<file path="src/hw/rtl/m61_pkg.sv">
`timescale 1ns / 1ps
package m61_pkg;
	localparam int ElemW = 61;
	localparam int ExpW = 64;
	localparam logic [ElemW-1:0] FieldP = {ElemW{1'b1}};
	localparam logic [ExpW-1:0] InvExp = 64'd2305843009213693949;

	typedef enum logic [1:0] {
		OP_MUL = 2'd0,
		OP_POW = 2'd1,
		OP_INV = 2'd2,
		OP_NONE = 2'd3
	} op_t;

	typedef enum logic [2:0] {
		ST_IDLE,
		ST_SQR,
		ST_MULB,
		ST_DONE
	} state_t;

	function automatic logic [ElemW-1:0] fold_full(input logic [63:0] x);
		logic [62:0] s;
		s = {60'd0, x[63:61]} + {2'd0, x[60:0]};
		if (s >= {2'd0, FieldP}) s = s - {2'd0, FieldP};
		return s[ElemW-1:0];
	endfunction
endpackage

</file>
<file path="src/hw/rtl/m61_mul.sv">
`timescale 1ns / 1ps
// Field multiplier: four 32x32 partial products, one per cycle, then a fold.
module m61_mul (
	input  logic clk,
	input  logic arst_n,
	input  logic go,
	input  logic [m61_pkg::ElemW-1:0] x,
	input  logic [m61_pkg::ElemW-1:0] y,
	output logic done,
	output logic [m61_pkg::ElemW-1:0] prod
);
	logic [2:0] cnt_q;
	logic [m61_pkg::ElemW-1:0] x_q, y_q;
	logic [31:0] pa, pb;
	logic [63:0] pp;
	logic [63:0] hh_q, mid_q, ll_q;
	logic [63:0] sum;

	always_comb begin
		case (cnt_q)
			3'd1: begin pa = {3'd0, x_q[60:32]}; pb = {3'd0, y_q[60:32]}; end
			3'd2: begin pa = {3'd0, x_q[60:32]}; pb = y_q[31:0]; end
			3'd3: begin pa = x_q[31:0]; pb = {3'd0, y_q[60:32]}; end
			default: begin pa = x_q[31:0]; pb = y_q[31:0]; end
		endcase
		pp = pa * pb;
		sum = (hh_q << 3) + (mid_q >> 29) + {3'd0, mid_q[28:0], 32'd0}
			+ (ll_q >> 61) + {3'd0, ll_q[60:0]};
	end

	always_ff @(posedge clk or negedge arst_n) begin
		if (!arst_n) begin
			cnt_q <= 3'd0;
			done <= 1'b0;
		end else begin
			done <= 1'b0;
			if (go) begin
				cnt_q <= 3'd1;
			end else if (cnt_q == 3'd5) begin
				cnt_q <= 3'd0;
				done <= 1'b1;
			end else if (cnt_q != 3'd0) begin
				cnt_q <= cnt_q + 3'd1;
			end
		end
	end

	always_ff @(posedge clk) begin
		if (go) begin
			x_q <= x;
			y_q <= y;
			mid_q <= '0;
		end
		case (cnt_q)
			3'd1: hh_q <= pp;
			3'd2: mid_q <= pp;
			3'd3: mid_q <= mid_q + pp;
			3'd4: ll_q <= pp;
			3'd5: prod <= m61_pkg::fold_full(sum);
			default: ;
		endcase
	end
endmodule

</file>
<file path="src/hw/rtl/mersenne61_modular_alu_top.sv">
`timescale 1ns / 1ps
// One transaction at a time; busy is high while it runs. Every field product goes through one
// shared multiplier, which is started, forms four 32x32 partial products, folds, and has its
// result taken. Power and inverse run 64 square-and-multiply rounds, one squaring each plus
// one multiply per set exponent bit. An inverse of zero and the unused operation code skip
// the multiplier. The result strobe lasts one cycle and cannot be held off by the receiver.
module mersenne61_modular_alu_top (
	input  logic clk,
	input  logic arst_n,
	input  logic start,
	output logic busy,
	input  logic [1:0] operation,
	input  logic [60:0] operand_a,
	input  logic [63:0] operand_b,
	output logic result_valid,
	output logic [60:0] result_value,
	output logic no_inverse
);
	m61_pkg::state_t state_q, state_d;
	m61_pkg::op_t op_q;
	logic [60:0] base_q, acc_q, mx, my;
	logic [63:0] exp_q;
	logic [5:0] bit_q;
	logic mgo, mdone, go_q;
	logic [60:0] mprod;
	logic take;
	logic [60:0] a_red;

	assign take = start && !busy;
	assign a_red = m61_pkg::fold_full({3'd0, operand_a});

	m61_mul u_mul (.clk(clk), .arst_n(arst_n), .go(mgo), .x(mx), .y(my),
		.done(mdone), .prod(mprod));

	always_comb begin
		state_d = state_q;
		case (state_q)
			m61_pkg::ST_IDLE: if (take) begin
				if (operation == m61_pkg::OP_POW ||
					(operation == m61_pkg::OP_INV && a_red != '0))
					state_d = m61_pkg::ST_SQR;
				else if (operation == m61_pkg::OP_MUL) state_d = m61_pkg::ST_MULB;
				else state_d = m61_pkg::ST_DONE;
			end
			m61_pkg::ST_SQR: if (mdone) begin
				if (exp_q[bit_q]) state_d = m61_pkg::ST_MULB;
				else if (bit_q == 6'd0) state_d = m61_pkg::ST_DONE;
			end
			m61_pkg::ST_MULB: if (mdone) begin
				if (op_q == m61_pkg::OP_MUL || bit_q == 6'd0) state_d = m61_pkg::ST_DONE;
				else state_d = m61_pkg::ST_SQR;
			end
			m61_pkg::ST_DONE: state_d = m61_pkg::ST_IDLE;
			default: state_d = m61_pkg::ST_IDLE;
		endcase
	end

	always_comb begin
		busy = state_q != m61_pkg::ST_IDLE;
		mgo = go_q;
		mx = acc_q;
		my = (state_q == m61_pkg::ST_SQR) ? acc_q : base_q;
	end

	always_ff @(posedge clk or negedge arst_n) begin
		if (!arst_n) begin
			state_q <= m61_pkg::ST_IDLE;
			go_q <= 1'b0;
			result_valid <= 1'b0;
		end else begin
			state_q <= state_d;
			go_q <= (state_q == m61_pkg::ST_IDLE && take &&
				state_d != m61_pkg::ST_DONE) ||
				(mdone && state_d != m61_pkg::ST_DONE);
			result_valid <= state_q == m61_pkg::ST_DONE;
		end
	end

	always_ff @(posedge clk) begin
		if (take) begin
			op_q <= m61_pkg::op_t'(operation);
			base_q <= a_red;
			bit_q <= 6'd63;
			no_inverse <= operation == m61_pkg::OP_INV && a_red == '0;
			result_value <= '0;
			if (operation == m61_pkg::OP_MUL) begin
				acc_q <= m61_pkg::fold_full(operand_b);
				exp_q <= operand_b;
			end else begin
				acc_q <= 61'd1;
				exp_q <= (operation == m61_pkg::OP_INV) ? m61_pkg::InvExp : operand_b;
			end
		end else if (mdone) begin
			acc_q <= mprod;
			if (state_q == m61_pkg::ST_SQR ? !exp_q[bit_q] : 1'b1)
				bit_q <= bit_q - 6'd1;
		end
		if (state_q == m61_pkg::ST_DONE &&
			(op_q == m61_pkg::OP_MUL || op_q == m61_pkg::OP_POW ||
			(op_q == m61_pkg::OP_INV && !no_inverse)))
			result_value <= acc_q;
	end

	a_busy: assert property (@(posedge clk) disable iff (!arst_n)
		result_valid |-> !busy) else $error("result while busy");
	a_one: assert property (@(posedge clk) disable iff (!arst_n)
		result_valid |=> !result_valid) else $error("double strobe");
	a_red_ok: assert property (@(posedge clk) disable iff (!arst_n)
		result_valid |-> result_value != m61_pkg::FieldP) else $error("not reduced");
endmodule
</file>
<file path="config.mk">
export PLATFORM = sky130hd
export DESIGN_NAME = mersenne61_modular_alu_top
export DESIGN_NICKNAME = d
export VERILOG_FILES = /design/src/hw/rtl/m61_pkg.sv /design/src/hw/rtl/m61_mul.sv /design/src/hw/rtl/mersenne61_modular_alu_top.sv
export SDC_FILE = /design/constraint.sdc
export NUM_CORES = 2
export LEC_CHECK = 0
export ABC_AREA = 0
export BUFFER_PORTS_ARGS = -buffer_cell sky130_fd_sc_hd__buf_4
export CORE_UTILIZATION = 55
export DETAILED_ROUTE_END_ITERATION = 6
export GPL_TIMING_DRIVEN = 0
export PLACE_DENSITY_LB_ADDON = 0.12
export SETUP_SLACK_MARGIN = 0.2
export SYNTH_ARGS = -nofsm -noshare
export SYNTH_HDL_FRONTEND = slang
export SYNTH_HIERARCHICAL = 1
export SYNTH_SLANG_ARGS = --single-unit
</file>
<file path="constraint.sdc">
create_clock -name clk -period 18.9 [get_ports clk]
set_input_delay 1.89 -clock clk [delete_from_list [all_inputs] [get_ports clk]]
set_output_delay 1.89 -clock clk [all_outputs]
set_load 0.005 [all_outputs]
</file>
# Yosys cells after proc, flatten, opt, wreduce, memory -nomap -nowiden
# Index checks and enable logic that the tools add are counted.
[op_classes]
n_mul = 1
n_shift = 0
order_cmp = 4
n_reduce_logical = 31
n_addsub = 12
bitwise = 0
mux = 32
div = 0
n_eq_ne = 13
[ops]
columns = ["operator", "n"]
rows = [
  ["61-bit two-way mux", 9],
  ["64-bit two-way mux", 3],
  ["61-bit subtractor, second input constant", 3],
  ["64-bit by 61-bit adder with 64-bit output", 2],
  ["64-bit one-hot mux with 2 select lines", 1],
  ["3-bit by 61-bit adder with 62-bit output", 2],
  ["62-bit by 61-bit >= comparator with 1-bit output, second input constant", 2],
  ["64-bit by 3-bit adder with 64-bit output", 1],
  ["64-bit by 35-bit adder with 64-bit output", 1],
  ["64-bit adder", 1],
  ["32-bit by 32-bit multiplier with 64-bit output", 1],
  ["32-bit two-way mux", 2],
  ["61-bit >= comparator, second input constant", 1],
  ["61-bit zero test", 1],
  ["61-bit nonzero test", 1],
  ["3-bit two-way mux", 8],
  ["3-bit by 2-bit equality test with 1-bit output, second input constant", 4],
  ["3-bit nonzero test", 4],
  ["3-bit one-hot mux with 3 select lines", 1],
  ["1-bit logical AND", 8],
  ["6-bit by 7-bit < comparator with 1-bit output, second input constant", 1],
  ["1-bit binary-select mux with 6-bit select", 1],
  ["3-bit by 1-bit equality test with 1-bit output, second input constant", 2],
  ["3-bit equality test, second input constant", 2],
  ["15 further kinds", 31],
]
[totals]
romBits = 0
ram_bits = 0
mem_count = 0
ff_bits = 637
input_bits = 130
latchBits = 0
output_inout_bits = 64
wordCells = 111

# Depth between registers and ports, before layout
[logic_depth]
ltp_word = 11
ltp_mapped = 57
ltp_nobuf = 52

# Modules after synthesis
# The synthesis kept the hierarchy.
[by_module_without_submodules]
columns = ["module", "area_each_um2", "n_inst", "seq_area_each_um2", "cells_per_inst"]
rows = [
  ["m61_mul", 57152.3, 1, 11270.8, 5938],
  ["mersenne61_modular_alu_top", 13663.1, 1, 7752.4, 1153],
]

# Worst setup path after synthesis
# OpenSTA, ideal clock, no wires.
[synth_timing]
kind = "flip-flop to flip-flop"
from = "register u_mul.cnt_q[1]"
to = "register u_mul.mid_q[63] (data pin)"
period_less_slack_ns = 16.773
setup_slack_ns = 2.127
arrival_ns = 16.627
path_buffers = 3
required_ns = 18.754
path_stages_with_launch = 48
setup_ns = 0.146
cell_sequence = "dfrtp_1 nor3b_1 nor2_1 clkbuf_1 buf_1 mux2i_1 clkbuf_1 nor2_1 fa_1 fa_1 fa_1 inv_1 fa_1 inv_1 fa_1 fa_1 fa_1 inv_1 [... 12 more ...] a21o_1 a31oi_1 xnor2_1 ha_1 a21o_1 a21o_1 a21oi_1 nand3b_1 a211oi_1 o31ai_1 a21oi_1 o31ai_1 nor4_1 nor2_1 a21oi_1 xnor2_1 nand2_1 a21oi_1"
[synth_between]
elab_chain_len = 6
elab_cells_between_ends = 10
classes_between = "add/sub (1); mul (1); eq/ne (3); mux (3); reduce/logical (2)"
[synth_rtl]
columns = ["item", "line", "text"]
rows = [
  ["start: declaration", "m61_mul.sv:12", "logic [2:0] cnt_q;"],
  ["start signal: assignment", "m61_mul.sv:43", "cnt_q <= cnt_q + 3'd1;"],
  ["3-bit by 1-bit equality test with 1-bit output or 3-bit by 2-bit equality test with 1-bit output (tied branches)", "m61_mul.sv:20", "case (cnt_q)"],
  ["2-bit OR reduction (no source line)", "n/a", ""],
  ["32-bit two-way mux", "m61_mul.sv:20", ""],
  ["32-bit by 32-bit multiplier with 64-bit output *", "m61_mul.sv:26", "pp = pa * pb;"],
  ["named net u_mul.pp[38]", "m61_mul.sv:15", "logic [63:0] pp;"],
  ["64-bit adder *", "m61_mul.sv:57", "3'd3: mid_q <= mid_q + pp;"],
  ["64-bit one-hot mux with 2 select lines *", "m61_mul.sv:54", "case (cnt_q)"],
  ["end signal: assignment", "m61_mul.sv:56", "3'd2: mid_q <= pp;"],
  ["end signal: assignment", "m61_mul.sv:57", ""],
  ["end: declaration", "m61_mul.sv:16", "logic [63:0] hh_q, mid_q, ll_q;"],
]
# The timed path passes the listed nets; every way through them passes the cells marked *.
# A chain may end at the register's enable or synchronous reset.

# Final worst setup path
# Ends and elaborated chain as after synthesis.

==> results.json <==
{
  "status": "finished with violations",
  "violations": "DRC, capacitance limit, slew limit",
  "synth-edff-count": 622,
  "cts_buffers": 70,
  "wl_per_cell_um": 30.8,
  "path_class": "reg2reg",
  "hold_violations": 0,
  "grt_max_degree": 69,
  "synth_cells": 7091,
  "hold_class": "reg2reg",
  "clkSlewWorstSetupHoldPaths_ns": 0.06,
  "postCtsHoldBufs": 0,
  "relSlewSlack_pct": -6.28,
  "cts_tree": "built",
  "drive_above_1_share_pct": 8.24,
  "critPathMaxFanout": 10,
  "met2_usage_pct": 65.5,
  "syn-mean-instance-area_um2": 9.99,
  "synth_area_leaders": "fa_1 27%, edfxtp_1 26%, ha_1 8.2%",
  "grt_usage_pct": 43.5,
  "cp_common_cell": "fa_1",
  "grt_busiest_layer": "met2",
  "cts_max_level": 3,
  "dieWidth_um": 361,
  "dp_cells": 8978,
  "r2r_start": "u_mul/cnt_q[1]",
  "tightest_slew_ns": 1.55,
  "use_met1_pct": 54.9,
  "critPathSlowestCell": "clkbuf_1",
  "row_count": 131,
  "r2r_cells": 48,
  "startpoint_type": "flop",
  "coreArea_um2": 128000,
  "use_met3_pct": 12.6,
  "layout.cells.non_filler": 9106,
  "ys_top_cells_by_count": "964 x fa_1, 959 x inv_1, 817 x nor2_1",
  "hold_slack_ns": 0.549,
  "skew_ns": 0.0626,
  "synthFlopType": "edfxtp_1",
  "ys_ff_latch": 637,
  "syn-num-nets": 8651,
  "grt_overflow_total": 0,
  "die_h_um": 361,
  "hpwl_um": 228000,
  "vias": 57200,
  "synth_top_area_share_pct": 27.3,
  "clk_latency_ns": 0.71,
  "synth.most_common_cell": "fa_1",
  "worstPathRequired_ns": 19.28,
  "antenna_found_initial": 20,
  "ios": 194,
  "grt_pass1_wl_um": 401000,
  "drtIter0Drc": 6976,
  "clock_path_buffers": 3,
  "firstDrtPassIters": 7,
  "drtAntennaViolNets": 0,
  "r2r_slack_ns": 0.67,
  "r2r-end": "u_mul/mid_q[63]",
  "yosys_warnings": 6,
  "layout_worst_path_cycle_share_pct": 96.5,
  "ys_async_sr_fraction_pct": 1.41,
  "cts-root-buf": "clkbuf_16",
  "yosys.area.top_type": "fa_1",
  "start_util_pct": 55.5,
  "io_buffers": 182,
  "worstSetupStartpoint": "u_mul/cnt_q[1]",
  "setup_viol": 0,
  "rsz0062_at_grt": "no",
  "drc": 1,
  "yosysSeqAreaShare_pct": 26.9,
  "slew_violations": 28,
  "final.min_clock_period_ns": 18.23,
  "gp_congestion": 1.09,
  "avgViaCountPerCell": 6.28,
  "ys_types": 120,
  "worstPathArrival_ns": 18.61,
  "fmax_mhz": 54.9,
  "slowest_delay_ns": 1.03,
  "dieArea_um2": 130000,
  "clock_sinks": 637,
  "max_cap_viol_count": 5,
  "area_growth_pct": 9.15,
  "drt_wl_total_um": 280000,
  "grt_pass1_vias": 57200,
  "syn_area_um2": 70800,
  "crit_path_end": "u_mul/mid_q[63]",
  "end_kind": "flop",
  "nets": 8948
}
## metrics by stage
stage / setup WS [ns] / utilization (%) / instance area (um^2) / TNS [ns]
finish: 0.670 / 60.5 / 77300 / 0
global route: 0.241 / 60.5 / 77300 / 0
CTS: 1.29 / 60.5 / 77300 / 0
detailed placement: 1.40 / 58.7 / 75000 / 0
global placement: -7.59 / 58.2 / 74300 / -634.20
floorplan: 2.13 / - / 70800 / 0
## critical path, delay by kind of cell (launching register included)
family                   cells  cell delay [ns]
flip-flops                   1             0.48
AND/OR/NAND/NOR             14             4.02
XOR/XNOR                     2             1.14
adder cells (fa/ha/maj)     10             4.74
buffers and inverters       10             3.25
AO/OA/AOI/OAI               11             3.28
multiplexers                 1             0.99
## cell families after synthesis
logic type | count (synthesis) | share of synthesized area (%)
multiplexers | 208 | 3.36
buffers and inverters | 1254 | 6.74
XOR/XNOR | 278 | 3.49
AO/OA/AOI/OAI | 889 | 8.20
flip-flops | 637 | 26.9
AND/OR/NAND/NOR | 2394 | 15.9
other | 1 | 0.00530
adder cells (fa/ha/maj) | 1430 | 35.5
## how the worst min path moves through the flow
stage / startpoint / endpoint / slack [ns] / cells past startpoint
floorplan: acc_q[0] / u_mul/x_q[0] / 0.44 / 0
global placement: acc_q[29] / u_mul/x_q[29] / 0.52 / 0
detailed placement: base_q[35] / u_mul/y_q[35] / 0.54 / 1
CTS: base_q[35] / u_mul/y_q[35] / 0.55 / 1
global route: base_q[25] / u_mul/y_q[25] / 0.56 / 1
finish: base_q[38] / u_mul/y_q[38] / 0.55 / 1
## layout by cell type (no fill, tap or decap), drive strengths merged, types with 25 or more instances in the layout
cell type / instances
or3: 33
a21o: 98
mux2i: 77
a21oi: 222
nand4: 96
o31ai: 30
and2: 47
xnor2: 168
nor4: 62
clkbuf: 324
a31oi: 25
nand3: 83
mux2: 119
ha: 466
nor3: 73
o21ai: 238
xor2: 110
inv: 961
nor2: 817
a211oi: 31
edfxtp: 622
o21a: 41
buf: 283
o21bai: 26
and3: 107
nand2b: 103
clkinv: 25
and4: 26
nor2b: 82
nand2: 782
fa: 964
## state kept, by name, summed over array words and instances (netlist names)
signal,flops
go_q,1
result_value,61
state_q,3
u_mul/prod,61
u_mul/y_q,61
u_mul/done,1
result_valid,1
u_mul/mid_q,64
u_mul/hh_q,61
u_mul/x_q,61
u_mul/cnt_q,3
acc_q,61
no_inverse,1
base_q,61
exp_q,64
op_q,2
bit_q,6
u_mul/ll_q,64
## per-layer routing
metal	routed length, um	part of all wire, %
met2	122000	44
met5	57	0.020
met1	103000	37
met3	32600	12
met4	22600	8.1
## cell type report
class	instances	area (um^2)
Timing Repair Buffer	225	1930
Multi-Input combinational cell	5200	47200
Clock inverter	37	443
Sequential cell	637	19000
Fill cell	11000	50400
Tap cell	1662	2080
Inverter	959	3600
Clock buffer	87	1860
Buffer	295	1170
Antenna cell	4	10.0
## repair_timing
action,in CTS,in global routing
gates resized for setup,0,2
endpoints found under the setup margin,0,2
setup buffers,0,0
Power is not shown: default switching activity piles up to over one toggle a cycle in this logic, so the estimate is an artifact.
